## config.mk

```make
export PLATFORM = sky130hd
export DESIGN_NAME = midi_byte_to_usb_event_packer
export DESIGN_NICKNAME = d
export VERILOG_FILES = /design/src/design/mbup_pkg.sv /design/src/design/mbup_in_reg.sv /design/src/design/mbup_packer.sv /design/src/design/mbup_out_reg.sv /design/src/design/midi_byte_to_usb_event_packer.sv
export SDC_FILE = /design/constraint.sdc
export NUM_CORES = 1
export LEC_CHECK = 0
export BUFFER_PORTS_ARGS = -buffer_cell sky130_fd_sc_hd__buf_4
export CAP_MARGIN = 25
export CORE_AREA = 2 2 95 97
export CTS_CLUSTER_SIZE = 30
export DETAILED_ROUTE_END_ITERATION = 16
export DIE_AREA = 0 0 97 99
export PLACE_DENSITY = 0.67
export SLEW_MARGIN = 20
export SYNTH_ARGS = -nofsm -noshare
export SYNTH_HDL_FRONTEND = slang
export SYNTH_SLANG_ARGS = --single-unit
```

## constraint.sdc

```tcl
create_clock -name clk -period 3.5 [get_ports clk]
set_clock_uncertainty 0.1 [all_clocks]
set_input_delay 0.525 -clock clk [delete_from_list [all_inputs] [get_ports clk]]
set_output_delay 0.525 -clock clk [all_outputs]
set_load 0.005 [all_outputs]
```

## src/design/mbup_pkg.sv

```systemverilog
`default_nettype none

package mbup_pkg;

  localparam logic [3:0] KIND_PROG  = 4'hC;
  localparam logic [3:0] KIND_PRESS = 4'hD;
  localparam logic [3:0] KIND_SYS   = 4'hF;

  localparam logic [7:0] ST_SYSEX    = 8'hF0;
  localparam logic [7:0] ST_SONG_POS = 8'hF2;
  localparam logic [7:0] ST_SONG_SEL = 8'hF3;
  localparam logic [7:0] ST_EOX      = 8'hF7;
  localparam logic [7:0] ST_CLOCK    = 8'hF8;
  localparam logic [7:0] ST_START    = 8'hFA;
  localparam logic [7:0] ST_CONT     = 8'hFB;
  localparam logic [7:0] ST_STOP     = 8'hFC;
  localparam logic [7:0] ST_SENSE    = 8'hFE;
  localparam logic [7:0] ST_RESET    = 8'hFF;

  localparam logic [3:0] CIN_COMMON2 = 4'd2;
  localparam logic [3:0] CIN_COMMON3 = 4'd3;
  localparam logic [3:0] CIN_SYSEX   = 4'd4;
  localparam logic [3:0] CIN_SINGLE  = 4'd5;
  localparam logic [3:0] CIN_END2    = 4'd6;
  localparam logic [3:0] CIN_END3    = 4'd7;

  typedef struct packed {
    logic [3:0] code_index;
    logic [7:0] first;
    logic [7:0] second;
    logic [7:0] third;
  } pkt_t;

endpackage

`default_nettype wire

```

## src/design/mbup_in_reg.sv

```systemverilog
`default_nettype none

module mbup_in_reg (
  input  logic       clk,
  input  logic       rst,
  input  logic       in_valid,
  output logic       in_stall,
  input  logic [7:0] midi_byte,
  input  logic       adv,
  output logic       vld,
  output logic [7:0] data
);

  assign in_stall = vld && !adv;

  always_ff @(posedge clk) begin
    if (rst) begin
      vld <= 1'b0;
    end else if (!in_stall) begin
      vld <= in_valid;
    end
  end

  always_ff @(posedge clk) begin
    if (in_valid && !in_stall) begin
      data <= midi_byte;
    end
  end

endmodule

`default_nettype wire

```

## src/design/mbup_packer.sv

```systemverilog
`default_nettype none

module mbup_packer (
  input  logic          clk,
  input  logic          rst,
  input  logic          adv,
  input  logic [7:0]    byte_in,
  output logic          emit,
  output mbup_pkg::pkt_t pkt
);
  import mbup_pkg::*;

  typedef struct packed {
    logic       armed;
    logic [1:0] len;
    logic [1:0] cnt;
    logic       excl;
    logic [3:0] cin;
    logic [7:0] p0;
    logic [7:0] p1;
    logic [7:0] p2;
  } state_t;

  state_t st;
  state_t st_next;
  state_t s;

  function automatic state_t start_msg(input logic [3:0] cin, input logic [1:0] len,
                                       input logic [7:0] first, input logic excl);
    state_t r;
    r.armed = 1'b1;
    r.len   = len;
    r.cnt   = 2'd1;
    r.excl  = excl;
    r.cin   = cin;
    r.p0    = first;
    r.p1    = 8'd0;
    r.p2    = 8'd0;
    return r;
  endfunction

  always_comb begin
    s = st;
    if (byte_in[7]) begin
      if (byte_in[7:4] != KIND_SYS) begin
        s = start_msg(byte_in[7:4],
                      (byte_in[7:4] == KIND_PROG || byte_in[7:4] == KIND_PRESS) ? 2'd2 : 2'd3,
                      byte_in, 1'b0);
      end else begin
        unique case (byte_in) inside
          ST_SONG_POS: s = start_msg(CIN_COMMON3, 2'd3, byte_in, 1'b0);
          ST_SONG_SEL: s = start_msg(CIN_COMMON2, 2'd2, byte_in, 1'b0);
          ST_SYSEX:    s = start_msg(CIN_SYSEX, 2'd3, byte_in, 1'b1);
          ST_CLOCK:    s = start_msg(CIN_SINGLE, 2'd1, byte_in, 1'b0);
          ST_START, ST_CONT, ST_STOP, ST_SENSE, ST_RESET: begin
            s = start_msg(CIN_SINGLE, 2'd1, byte_in, st.excl);
          end
          ST_EOX: begin
            s.armed = 1'b1;
            s.excl  = 1'b0;
            if (st.cnt == 2'd1) begin
              s.len = 2'd2;
              s.cnt = 2'd2;
              s.cin = CIN_END2;
              s.p1  = byte_in;
              s.p2  = 8'd0;
            end else if (st.cnt == 2'd2) begin
              s.len = 2'd3;
              s.cnt = 2'd3;
              s.cin = CIN_END3;
              s.p2  = byte_in;
            end else begin
              s.len = 2'd1;
              s.cnt = 2'd1;
              s.cin = CIN_SINGLE;
              s.p0  = byte_in;
              s.p1  = 8'd0;
              s.p2  = 8'd0;
            end
          end
          default: begin
            s.armed = 1'b0;
            s.len   = 2'd0;
            s.cnt   = 2'd0;
            s.excl  = 1'b0;
          end
        endcase
      end
    end else if (st.armed && st.cnt != 2'd3) begin
      case (st.cnt)
        2'd0:    s.p0 = byte_in;
        2'd1:    s.p1 = byte_in;
        default: s.p2 = byte_in;
      endcase
      s.cnt = st.cnt + 2'd1;
    end

    emit = s.armed && (s.cnt == s.len);
    pkt.code_index = s.cin;
    pkt.first      = s.p0;
    pkt.second     = s.p1;
    pkt.third      = s.p2;

    st_next = s;
    if (emit) begin
      if (s.excl) begin
        st_next.len = 2'd3;
        st_next.cnt = 2'd0;
        st_next.cin = CIN_SYSEX;
      end else begin
        st_next.armed = 1'b0;
      end
    end
  end

  always_ff @(posedge clk) begin
    if (rst) begin
      st <= '0;
    end else if (adv) begin
      st <= st_next;
    end
  end

`ifndef SYNTH
  a_armed_len : assert property (@(posedge clk) disable iff (rst)
    st.armed |-> st.len != 2'd0)
    else $error("armed with zero length");
  a_excl_armed : assert property (@(posedge clk) disable iff (rst)
    st.excl |-> st.armed)
    else $error("exclusive flag without armed");
  a_disarm : assert property (@(posedge clk) disable iff (rst)
    adv && emit && !s.excl |=> !st.armed)
    else $error("packer still armed after a closing packet");
`endif

endmodule

`default_nettype wire

```

## src/design/mbup_out_reg.sv

```systemverilog
`default_nettype none

module mbup_out_reg (
  input  logic           clk,
  input  logic           rst,
  input  logic           load,
  input  mbup_pkg::pkt_t pkt,
  output logic           out_valid,
  input  logic           out_stall,
  output logic [3:0]     code_index,
  output logic [7:0]     payload_first,
  output logic [7:0]     payload_second,
  output logic [7:0]     payload_third
);
  import mbup_pkg::*;

  pkt_t held;

  always_ff @(posedge clk) begin
    if (rst) begin
      out_valid <= 1'b0;
    end else if (load) begin
      out_valid <= 1'b1;
    end else if (!out_stall) begin
      out_valid <= 1'b0;
    end
  end

  always_ff @(posedge clk) begin
    if (load) begin
      held <= pkt;
    end
  end

  assign code_index     = held.code_index;
  assign payload_first  = held.first;
  assign payload_second = held.second;
  assign payload_third  = held.third;

`ifndef SYNTH
  a_no_overwrite : assert property (@(posedge clk) disable iff (rst)
    out_valid && out_stall |-> !load)
    else $error("pending packet overwritten");
`endif

endmodule

`default_nettype wire

```

## src/design/midi_byte_to_usb_event_packer.sv

```systemverilog
`default_nettype none

// Packs a stream of MIDI bytes into USB-MIDI event packets. One byte is taken per
// clock while in_stall is low; a byte that completes a message appears as a packet
// once it has passed the input register and then the combinational state update
// that loads the result register. Bytes that complete nothing yield no packet. A
// packet waiting under out_stall holds the pipeline, so in_stall rises only when
// both registers are full.
module midi_byte_to_usb_event_packer (
  input  logic       clk,
  input  logic       rst,
  input  logic       in_valid,
  output logic       in_stall,
  input  logic [7:0] midi_byte,
  output logic       out_valid,
  input  logic       out_stall,
  output logic [3:0] code_index,
  output logic [7:0] payload_first,
  output logic [7:0] payload_second,
  output logic [7:0] payload_third
);
  import mbup_pkg::*;

  logic       adv;
  logic       stage_vld;
  logic [7:0] stage_byte;
  logic       emit;
  pkt_t       pkt;

  assign adv = stage_vld && (!out_valid || !out_stall);

  mbup_in_reg u_in (
    .clk       (clk),
    .rst       (rst),
    .in_valid  (in_valid),
    .in_stall  (in_stall),
    .midi_byte (midi_byte),
    .adv       (adv),
    .vld       (stage_vld),
    .data      (stage_byte)
  );

  mbup_packer u_packer (
    .clk     (clk),
    .rst     (rst),
    .adv     (adv),
    .byte_in (stage_byte),
    .emit    (emit),
    .pkt     (pkt)
  );

  mbup_out_reg u_out (
    .clk            (clk),
    .rst            (rst),
    .load           (adv && emit),
    .pkt            (pkt),
    .out_valid      (out_valid),
    .out_stall      (out_stall),
    .code_index     (code_index),
    .payload_first  (payload_first),
    .payload_second (payload_second),
    .payload_third  (payload_third)
  );

`ifndef SYNTH
  a_stall_full : assert property (@(posedge clk) disable iff (rst)
    in_stall |-> stage_vld && out_valid && out_stall)
    else $error("input stalled with room downstream");
`endif

endmodule

`default_nettype wire

```

**Word-level counts from Yosys, hierarchy flattened**

Cells that the tools add are included.

- Register bits: 72
- Output and inout port bits: 30
- Word-level logic and storage cells: 78

- Add/subtract/negate cells: 1
- Equal/unequal tests: 18
- Multiplexer cells: 28
- Reduce and logical (&&, ||, !) cells: 16

Operators with widths:

| cell | number |
|---|---|
| 28-bit one-hot mux with 5 select lines | 1 |
| 8-bit == test (second input constant) | 10 |
| 24-bit two-way mux | 2 |
| 8-bit two-way mux | 5 |
| 6-bit one-hot mux with 6 select lines | 1 |
| 34-bit two-way mux | 1 |
| 16-bit two-way mux | 2 |
| 4-bit two-way mux | 5 |
| 5-bit two-way mux | 2 |
| 4-bit == test (second input constant) | 2 |
| 2-bit two-way mux | 4 |
| 1-bit logical AND | 6 |
| 6-bit OR reduction | 1 |
| 5-bit OR reduction | 1 |
| 1-bit zero test | 4 |
| 1-bit two-way mux | 4 |
| 4-bit != test (second input constant) | 1 |
| 3-bit two-way mux | 1 |
| 2-bit by 1-bit adder with 2-bit output (second input constant) | 1 |
| 2-bit by 1-bit == test with 1-bit output (second input constant) | 1 |
| 2-bit == test | 1 |
| 2-bit == test (second input constant) | 1 |
| 2-bit zero test | 1 |
| 1-bit logical OR | 2 |
| other kinds (3) | 3 |

**Depth between registers and ports, before layout**

Gate-level depths: netlist of run 1.

- Depth in word-level cells: 10
- Gate-level depth with buffers: 9
- Depth with buffers taken out: 8

**Hierarchy**

Synthesis of run 1 repeated with hierarchy kept, for this count alone.

- Cell total of the unflattened synthesis: 367
- Area, all modules: 3752.3 sq um

By module, submodules not included:

| module | times used | cells each | area each (sq um) |
|---|---|---|---|
| mbup_packer | 1 | 322 | 2575.0 |
| mbup_out_reg | 1 | 31 | 869.6 |
| mbup_in_reg | 1 | 12 | 290.3 |
| midi_byte_to_usb_event_packer | 1 | 2 | 17.5 |

**Worst setup path before layout of run 1**

No wires, ideal clock.

- Kind: reg-to-reg
- From: register u_packer.st[30] (netlist name)
- To: register u_out.held (netlist bit u_out.code_index[0]), enable pin
- Setup time: 0.413 ns
- Data arrival time: 2.777 ns
- Setup slack: 0.210 ns
- Stages on the path, launching flop included: 8
- Path buffers: 0
- Cells stage by stage: dfxtp_1 > inv_1 > ha_1 > a21oi_1 > o41a_1 > xor2_2 > nand3_1 > nor2_1

- Cells in the longest elaborated chain, start to end: 9

Ends and longest elaborated chain:

| what | RTL line | RTL |
|---|---|---|
| from (decl) | mbup_packer.sv:24 | `state_t st;` |
| from (signal assigned) | mbup_packer.sv:120 | `st <= st_next;` |
| 2-bit == test | mbup_packer.sv:67 | `end else if (st.cnt == 2'd2) begin` |
| 4-bit two-way mux | mbup_packer.sv:67 |  |
| 4-bit two-way mux | mbup_packer.sv:61 | `if (st.cnt == 2'd1) begin` |
| 6-bit one-hot mux with 6 select lines | mbup_packer.sv:50 | `unique case (byte_in) inside` |
| 34-bit two-way mux | mbup_packer.sv:45 | `if (byte_in[7:4] != KIND_SYS) begin` |
| 2-bit two-way mux / 3-bit two-way mux (equally long branches) | mbup_packer.sv:44 | `if (byte_in[7]) begin` |
| 2-bit == test (*) | mbup_packer.sv:98 | `emit = s.armed && (s.cnt == s.len);` |
| 1-bit logical AND (*) | mbup_packer.sv:98 |  |
| 1-bit logical AND (*) | midi_byte_to_usb_event_packer.sv:55 | `.load (adv && emit),` |
| net u_out.load | mbup_out_reg.sv:6 | `input logic load,` |
| to (signal assigned) | mbup_out_reg.sv:31 | `held <= pkt;` |
| to (decl) | mbup_out_reg.sv:17 | `pkt_t held;` |

Mark *: on every way through the listed nets, which the timed path passes. The rest lies on a longest branch.
A chain may end at the register's enable or synchronous reset.

**Worst setup path after layout of run 1**

- From: register u_in.data[4]
- To: register u_out.held (netlist bit u_out.code_index[0]), enable pin

- Cells in the longest elaborated chain, start to end: 8

Ends and longest elaborated chain:

| what | RTL line | RTL |
|---|---|---|
| from (decl) | mbup_in_reg.sv:11 | `output logic [7:0] data` |
| from (signal assigned) | mbup_in_reg.sv:26 | `data <= midi_byte;` |
| 8-bit == test (no line) / 4-bit == test (equally long branches) | - |  |
| 5-bit OR reduction / 1-bit logical OR (equally long branches) | mbup_packer.sv:50, mbup_packer.sv:47 |  |
| 6-bit one-hot mux with 6 select lines / 1-bit two-way mux (equally long branches) | mbup_packer.sv:50, mbup_packer.sv:47 |  |
| 34-bit two-way mux (*) | mbup_packer.sv:45 |  |
| 2-bit two-way mux / 3-bit two-way mux (equally long branches) | mbup_packer.sv:44 |  |
| 2-bit == test | mbup_packer.sv:98 |  |
| 1-bit logical AND (*) | mbup_packer.sv:98 |  |
| 1-bit logical AND (*) | midi_byte_to_usb_event_packer.sv:55 |  |
| net u_out.load | mbup_out_reg.sv:6 |  |

Marks and branches as above.

==> results of run 1 <==
## worst max-delay path, cell delays in order, from the launching register on
cell and delay [ns]:
edfxtp_1 0.62, nand4_2 0.41, nor3_4 0.46, o2bb2ai_2 0.18
xor2_2 0.26, nand3_1 0.13, nor2_2 0.12, buf_4 0.29
## per-stage QoR
stage | worst slack [ns] | std cells
floorplan | 0.210 | 349
global placement | 0.759 | 478
detailed placement | 0.634 | 478
CTS | 0.603 | 494
global route | 0.409 | 494
finish | 0.595 | 494
## registers in the layout (all words and copies together), names as in the netlist
register	flops
u_out.payload_second	8
u_out.payload_third	8
u_in.data	8
u_out.code_index	4
u_out.out_valid	1
u_out.payload_first	8
u_packer.st	34
u_in.vld	1
## area by class of cell
type / instances / area [um^2] / share of cell area (%)
Inverter: 11 / 41.3 / 1.01
Sequential cell: 72 / 1800 / 44.3
Clock inverter: 7 / 110 / 2.71
Timing Repair Buffer: 48 / 360 / 8.86
Tap cell: 108 / 135 / 3.32
Multi-Input combinational cell: 239 / 1500 / 36.8
Clock buffer: 9 / 124 / 3.04
## routing by layer
metal	track usage, %	up-vias	part of all wire [%]
li1	-	1357	-
met1	23.7	1356	45
met2	28.3	127	48
met3	3.55	15	5.9
met4	7.69	0	2.0
met5	0	-	0
## placed cells by master, fill, tap and decap left out, drive strengths merged, types with 4 or more instances in the layout
master	Yosys	routed
buf	8	48
a211oi	5	5
edfxtp	36	36
nor3b	7	7
nor3	5	5
nand3	5	5
a32oi	8	8
a31o	4	4
inv	11	11
a21oi	26	26
nor2b	7	7
nand2	31	31
a22o	14	14
nand2b	8	8
o21ai	25	25
dfxtp	36	36
and2	4	4
ha	5	5
clkbuf	19	9
nor2	37	37
a21o	4	4
## logic make-up after synthesis
| group | after synthesis | synth area share (%) |
|---|---|---|
| buffers and inverters | 38 | 4.46 |
| DFF | 72 | 52.2 |
| adders and majority gates | 5 | 1.81 |
| AOI/OAI and AO/OA | 112 | 22.7 |
| muxes | 3 | 0.871 |
| and+or+nand+nor | 118 | 17.4 |
| xor gates and xnor gates | 1 | 0.472 |
## worst max path at each step
stage / endpoint / depth (start not counted)
floorplan: u_out.code_index[0]$_DFFE_PP_ / 7
global placement: u_out.payload_second[5]$_DFFE_PP_ / 8
detailed placement: u_out.payload_second[7]$_DFFE_PP_ / 7
CTS: u_out.payload_first[6]$_DFFE_PP_ / 7
global route: u_out.payload_first[6]$_DFFE_PP_ / 7
finish: u_out.code_index[0]$_DFFE_PP_ / 7
## where the power goes
part           internal [uW]  switching, uW
Sequential               909           31.0
Combinational           65.4            104
Clock                    467            309
Total                   1440            444
==> metrics.cfg, run 1 <==
[placed_design]
gp_congestion = 0.919
numPortBuffers = 41
dpl_cell_area_um2 = 3830
dp_hpwl_um = 5590

[cts]
path_clk_slew_ns = 0.08
h-tree-depth = 3
cts_tree = done
numCtsBuffers = 9
cts_hold_buf = 0
cts.sinks = 72
cts_root_buf = clkbuf_8
cts-resized-gates = 0
clock_latency_ns = 0.35
cts_buffer_depth = 2
postCtsSetupRepairBufs = 0

[critical_path]
r2r_start = u_in.data[4]$_DFFE_PP_
r2r_slack_ns = 0.60
cp-startpoint = u_in.data[4]$_DFFE_PP_
worst_setup_path_start_kind = register
r2r_cells = 7
worstSetupEndpointType = register
cp.arrival_ns = 2.84
path_class = reg2reg
crit_fanout = 19
critPathRequiredTime_ns = 3.43
r2r_end = u_out.code_index[0]$_DFFE_PP_

[detailed_routing]
antenna_left = 0
drtIter0Drc = 310
dr.pass1.iters = 5
drc = 0
num_vias = 2855
viasPerCell = 5.78
routed_wire_length_per_instance_um = 16.7
drt-total-wl_um = 8230

[final_layout]
final_layout_size_suffix_gt1_share_pct = 19.4
n_fill_cell = 776
final_nets = 398
area_delta_synth_final_pct = 18.0
finalInstanceArea_um2 = 4070
fin_util_pct = 47.6
n_antenna_cell = 0

[worst_hold_path]
min_from = midi_byte[0]
holdPathStages = 1
hp-class = in2reg
hold_end = u_in.data[0]$_DFFE_PP_

[floorplan]
dieArea_um2 = 9600
fp.dieW_um = 97
die_h_um = 99
rows = 34
ios = 42
initial_core_util_pct = 40.3
core_um2 = 8550

[yosys]
synth_area_leader_cell = edfxtp_1
synth_seq_area_share_pct = 52.2
synthArstFlopShare_pct = 0
synth_edf_count = 36
synthFlopType = edfxtp_1
syn_area_per_cell_um2 = 9.88
synthCells = 349
netlist_area_um2 = 3450
ys_ff_latch = 72
synthTopCellsByArea = edfxtp_1 (31%), dfxtp_1 (21%), nor2_1 (4.0%)
yosys_warnings = 0
synthTopCellsByCount = nor2_1 (37), dfxtp_1 (36), edfxtp_1 (36)
synth_top_area_share_pct = 31.3
yosys.cell_types.count = 59
synth_nets = 366
synth.most_common_cell = nor2_1

[pwr]
report.power.total_uw = 1890
leakage_uw = 0.00151
ir_drop_mv = 0.256
p_per_area_nw_per_um2 = 463

[timing]
period_needed_ns = 2.90
report.final.slew_viol_count = 0
tightest_slew_ns = 0.747
hold_viol_final = 0
finalCritPeriodShare_pct = 83.0
setup_viol = 0
slew_headroom_pct = 50.1
holdWs_ns = 0.248
final.setup.tns_ns = 0
fmax_mhz = 344
rsz0062_at_grt = false

[run]
max_cap_viol_count = 0

[grt]
grt_pass1_vias = 2673
overflow = 0
track_usage_pct = 17.8
grt_max_degree = 39
grt_pass1_wl_um = 13700
antenna_found_initial = 0

[run_status]
status = finished, final reports clean

Note: power is estimated with default switching activity, not from simulation.
==> run 2: changes to the inputs <==
clock period = 2.35 ns   (was 3.5 ns; I/O delays follow)
==> run 2 against run 1 <==
Against the previous run:
- the run now ends with negative setup slack left
- total power up 47%
- critical path depth up 2
- combinational power up 140%
- sequential power up 47%
- register-to-register slack worse by 0.71 ns
- hold slack worse by 0.18 ns
- die area unchanged
- global-route usage up 3.5 points
- final area up 16%
- wire length up 21%
- utilization up 7.8 points
- critical path type unchanged
- largest cell class unchanged
- largest power group unchanged
==> metrics.cfg, run 2 (synthesis gave the netlist of run 1 again) <==
[run_status]
violations = negative setup slack
status = finished, violations left

[grt]
track_usage_pct = 21.3
overflow = 0
antenna_found_initial = 0
grt_pass1_wl_um = 16200
grt_max_degree = 39
grt_pass1_vias = 3145

[final_layout]
top_register = u_packer.st
final_cell_mix = buf_4 (104), nor2_1 (36), edfxtp_1 (36)
area_delta_synth_final_pct = 37.4
finalNonFillerCells = 560
fin_util_pct = 55.4
largest_reg_flops = 34
final_nets = 464
n_antenna_cell = 0
final_common_cell = buf_4
final_layout_size_suffix_gt1_share_pct = 36.3

[floorplan]
dieArea_um2 = 9600
die_h_um = 99
ios = 42
rows = 34
core_um2 = 8550
initial_core_util_pct = 40.3
fp.dieW_um = 97

[detailed_routing]
drc = 0
num_vias = 3157
routed_wire_length_per_instance_um = 17.8
dr.pass1.iters = 5
viasPerCell = 5.64
drtIter0Drc = 147
drt-total-wl_um = 9940
antenna_left = 0

[timing]
rsz0062_at_grt = true
report.final.slew_viol_count = 0
fin_ws_ns = -0.119
setup_viol = 25
holdWs_ns = 0.0683
slew_headroom_pct = 52.7
tightest_slew_ns = 0.709
period_needed_ns = 2.47
hold_viol_final = 0
fmax_mhz = 405
finalCritPeriodShare_pct = 105

[critical_path]
path_class = reg2reg
worstSetupEndpointType = register
critPathRequiredTime_ns = 2.33
crit_fanout = 5
r2r_cells = 9
r2r_end = u_out.payload_third[2]$_DFFE_PP_
r2r_slack_ns = -0.12
worst_setup_path_start_kind = register
r2r_start = u_packer.st[30]$_SDFFE_PP0P_
cp.arrival_ns = 2.45

[pwr]
leakage_uw = 0.00186
report.power.total_uw = 2770
p_per_area_nw_per_um2 = 584
ir_drop_mv = 0.335

[placed_design]
place_inst = 519
gp_congestion = 0.931
dp_hpwl_um = 6670
numPortBuffers = 41

[run]
max_cap_viol_count = 0

[cts]
numCtsBuffers = 9
cts.sinks = 72
h-tree-depth = 3
cts_root_buf = clkbuf_8
path_clk_slew_ns = 0.08
cts_buffer_depth = 2
clock_latency_ns = 0.35
cts_tree = done

[worst_hold_path]
hp-class = in2reg
min_from = midi_byte[4]
holdPathStages = 1
hold_end = u_in.data[4]$_DFFE_PP_

-- run 2: layout make-up --
| type | count | area (um^2) |
|---|---|---|
| multi-input cells | 239 | 1620 |
| well taps | 108 | 135 |
| fillers | 749 | 3810 |
| flip-flops and latches | 72 | 1810 |
| inverters | 11 | 46.3 |
| clock inverters | 7 | 70.1 |
| clock buffers | 9 | 124 |
| repair buffers | 114 | 933 |
-- run 2: metrics by stage --
step                setup TNS (ns)  setup WS (ns)  area, um^2
finish                       -1.34         -0.119        4740
global route                 -2.69         -0.164        4740
CTS                         -0.467        -0.0268        4590
detailed placement           -1.31        -0.0540        4190
global placement                 0       0.000101        4190
floorplan                    -2.42        -0.0863        3490
-- run 2: timing repair --
action / 4_1_cts / 5_1_grt
setup buffers: 15 / 11
pin swaps: 0 / 9
cloned: 1 / 1
endpoints found under the setup margin: 29 / 37
hold buffers: 0 / 0
resized for setup: 14 / 20
endpoints found under the hold margin: 0 / 0
-- run 2: how the worst max path moves through the flow --
stage / startpoint / endpoint / slack [ns] / depth (start not counted)
2_1_floorplan: u_packer.st[29]$_SDFFE_PP0P_ / u_out.code_index[0]$_DFFE_PP_ / -0.09 / 7
3_3_place_gp: u_in.data[0]$_DFFE_PP_ / u_out.payload_third[0]$_DFFE_PP_ / 0.0001 / 7
3_5_place_dp: u_in.data[0]$_DFFE_PP_ / u_out.payload_second[1]$_DFFE_PP_ / -0.05 / 7
4_1_cts: u_packer.st[30]$_SDFFE_PP0P_ / u_out.payload_first[2]$_DFFE_PP_ / -0.03 / 10
5_1_grt: u_packer.st[29]$_SDFFE_PP0P_ / u_out.payload_first[3]$_DFFE_PP_ / -0.16 / 9
6_report: u_packer.st[30]$_SDFFE_PP0P_ / u_out.payload_third[2]$_DFFE_PP_ / -0.12 / 9
-- run 2: power breakdown --
part / total (uW) / switching (uW) / leakage (uW) / internal (uW)
clock: 987 / 497 / 0.0000913 / 490
combinational: 400 / 214 / 0.00113 / 186
sequential: 1380 / 26.4 / 0.000641 / 1350
-- run 2: worst max-delay path, cell delays in order (launching register included) --
cell,delay [ns]
dfxtp_4,0.39
inv_4,0.05
ha_4,0.27
a21oi_2,0.05
o41a_1,0.46
xor2_2,0.27
nand3_2,0.13
nor2_4,0.18
buf_12,0.14
clkbuf_16,0.14
-- run 2: routing by layer --
| metal | global-route usage [%] | up-vias | share of wire (%) |
|---|---|---|---|
| li1 | - | 1482 | - |
| met1 | 26.1 | 1552 | 44 |
| met2 | 36.7 | 96 | 49 |
| met3 | 3.55 | 27 | 4.1 |
| met4 | 10.3 | 0 | 3.2 |
| met5 | 0 | - | 0 |
==> run 3: changes to the inputs <==
PLACE_DENSITY = 0.65   (was 0.67)
clock period = 2.3 ns   (was 2.35 ns; I/O delays follow)
==> run 3 against run 2 <==
Against the previous run:
- final area up 1.5%
- hold slack worse by 0.00091 ns
- first-iteration DRC count up 67%
- via count down 0.25%
- clock-buffer cell count unchanged
- non-clock buffer count up 1
- worst setup slack better by 0.10 ns
- total power down 1.7%
- wire length down 4.8%
- utilization up 0.82 points
- register-to-register slack better by 0.10 ns
- the flow still finishes with violations (negative setup slack)
- sequential power about the same
==> metrics.cfg, run 3 (synthesis gave the netlist of run 1 again) <==
[detailed_routing]
routed_wire_length_per_instance_um = 16.8
num_vias = 3149
antenna_left = 0
viasPerCell = 5.60
drt-total-wl_um = 9460
drc = 0
drtIter0Drc = 246
dr.pass1.iters = 5

[cts]
path_clk_slew_ns = 0.08
numCtsBuffers = 9
cts.sinks = 72
h-tree-depth = 3
cts_root_buf = clkbuf_8
cts_tree = done
clock_latency_ns = 0.35
cts_buffer_depth = 2
cts_hold_buf = 0

[final_layout]
area_delta_synth_final_pct = 39.4
n_antenna_cell = 0
top_register = u_packer.st
final_layout_size_suffix_gt1_share_pct = 39.2
fin_util_pct = 56.2
largest_reg_flops = 34
final_nets = 466
final_common_cell = buf_4
final_cell_mix = buf_4 (103), edfxtp_1 (36), nor2_1 (34), dfxtp_1 (34), nand2_1 (29)

[timing]
tightest_slew_ns = 0.590
report.final.slew_viol_count = 0
fin_ws_ns = -0.0162
rsz0062_at_grt = true
fmax_mhz = 432
final.setup.tns_ns = -0.134
period_needed_ns = 2.32
slew_headroom_pct = 60.6
finalCritPeriodShare_pct = 101
holdWs_ns = 0.0674
hold_viol_final = 0
setup_viol = 17

[critical_path]
path_class = reg2reg
crit_family = simple AND/OR/NAND/NOR gates
slowest_delay_ns = 0.51
worst_setup_path_start_kind = register
crit_fanout = 6
critPathSlowestCell = edfxtp_1
critPathRequiredTime_ns = 2.45
cp.buffers_inverters = 2
crit_chain = buf_4 -> nor2b_2 -> mux2i_4 -> mux2i_1 -> or3_4 -> buf_6 -> and3_4 -> o31a_1
cp.arrival_ns = 2.46
worstSetupEndpointType = register

[pwr]
leakage_uw = 0.00186
report.power.total_uw = 2720
p_per_area_nw_per_um2 = 565
ir_drop_mv = 0.265

[grt]
grt_pass1_wl_um = 14700
grt_max_degree = 39
antenna_found_initial = 0
overflow = 0
track_usage_pct = 19.1
grt_pass1_vias = 2976

[placed_design]
dp_hpwl_um = 6300
numPortBuffers = 41
pre_cts_ws_ns = -0.423
gp_congestion = 0.882

[run_status]
violations = negative setup slack
status = finished, violations left

[floorplan]
fp.dieW_um = 97
die_h_um = 99
rows = 34
initial_core_util_pct = 40.3
ios = 42
core_um2 = 8550
dieArea_um2 = 9600

[run]
max_cap_viol_count = 0

[worst_hold_path]
hp-class = in2reg

-- run 3: cell count changes in the layout (fill, tap and decap cells not counted), moves of 2 or more --
cell      previous run  this run
buf_6                6        10
nor2_1              36        34
nor2_2               0         2
nand2_2              0         2
mux2i_2              2         0
ha_4                 1         3
nand2_1             31        29
nor3b_2              2         0
clkinv_1             2         0
clkinv_2             0         3
nor2b_1              5         3
-- run 3: worst paths after layout --
| check | startpoint | end | slack [ns] | depth (start not counted) |
|---|---|---|---|---|
| worst max-delay path | u_in.data[7]$_DFFE_PP_ | u_packer.st[26]$_SDFFE_PP0P_ | -0.02 | 8 |
| worst min-delay path | midi_byte[7] | u_in.data[7]$_DFFE_PP_ | 0.07 | 1 |
| worst max register to register | u_in.data[7]$_DFFE_PP_ | u_packer.st[26]$_SDFFE_PP0P_ | -0.02 | 8 |
| worst min register to register | u_packer.st[23]$_SDFFE_PP0P_ | u_packer.st[23]$_SDFFE_PP0P_ | 0.37 | 2 |
-- run 3: area by class of cell --
class / instances / area, um^2
fillers: 740 / 3740
flip-flops and latches: 72 / 1810
multi-input cells: 240 / 1720
repair buffers: 115 / 926
well taps: 108 / 135
clock buffers: 9 / 124
clock inverters: 7 / 47.5
inverters: 11 / 46.3
-- run 3: repair_timing --
action | in CTS | in global routing
setup buffers | 10 | 8
setup endpoints to repair | 39 | 45
pin swaps | 3 | 12
resized for setup | 19 | 35
cloned | 1 | 0
-- run 3: through the flow --
step,instances,cell area (um^2)
after floorplan,349,3490
after global placement,527,4240
after detailed placement,527,4240
after CTS,554,4590
after global routing,562,4810
final,562,4810
-- run 3: power breakdown --
group / internal, uW / leakage (uW) / total (uW) / switching [uW]
sequential: 1380 / 0.000641 / 1410 / 29.2
clock: 390 / 0.0000854 / 872 / 482
combinational: 204 / 0.00114 / 435 / 231
-- run 3: layer usage --
| metal | part of all wire [%] | track usage, % | vias up |
|---|---|---|---|
| met2 | 50 | 32.9 | 103 |
| met1 | 42 | 22.9 | 1536 |
| met4 | 2.4 | 8.23 | 0 |
| li1 | - | - | 1490 |
| met5 | 0 | 0 | - |
| met3 | 4.7 | 4.75 | 20 |
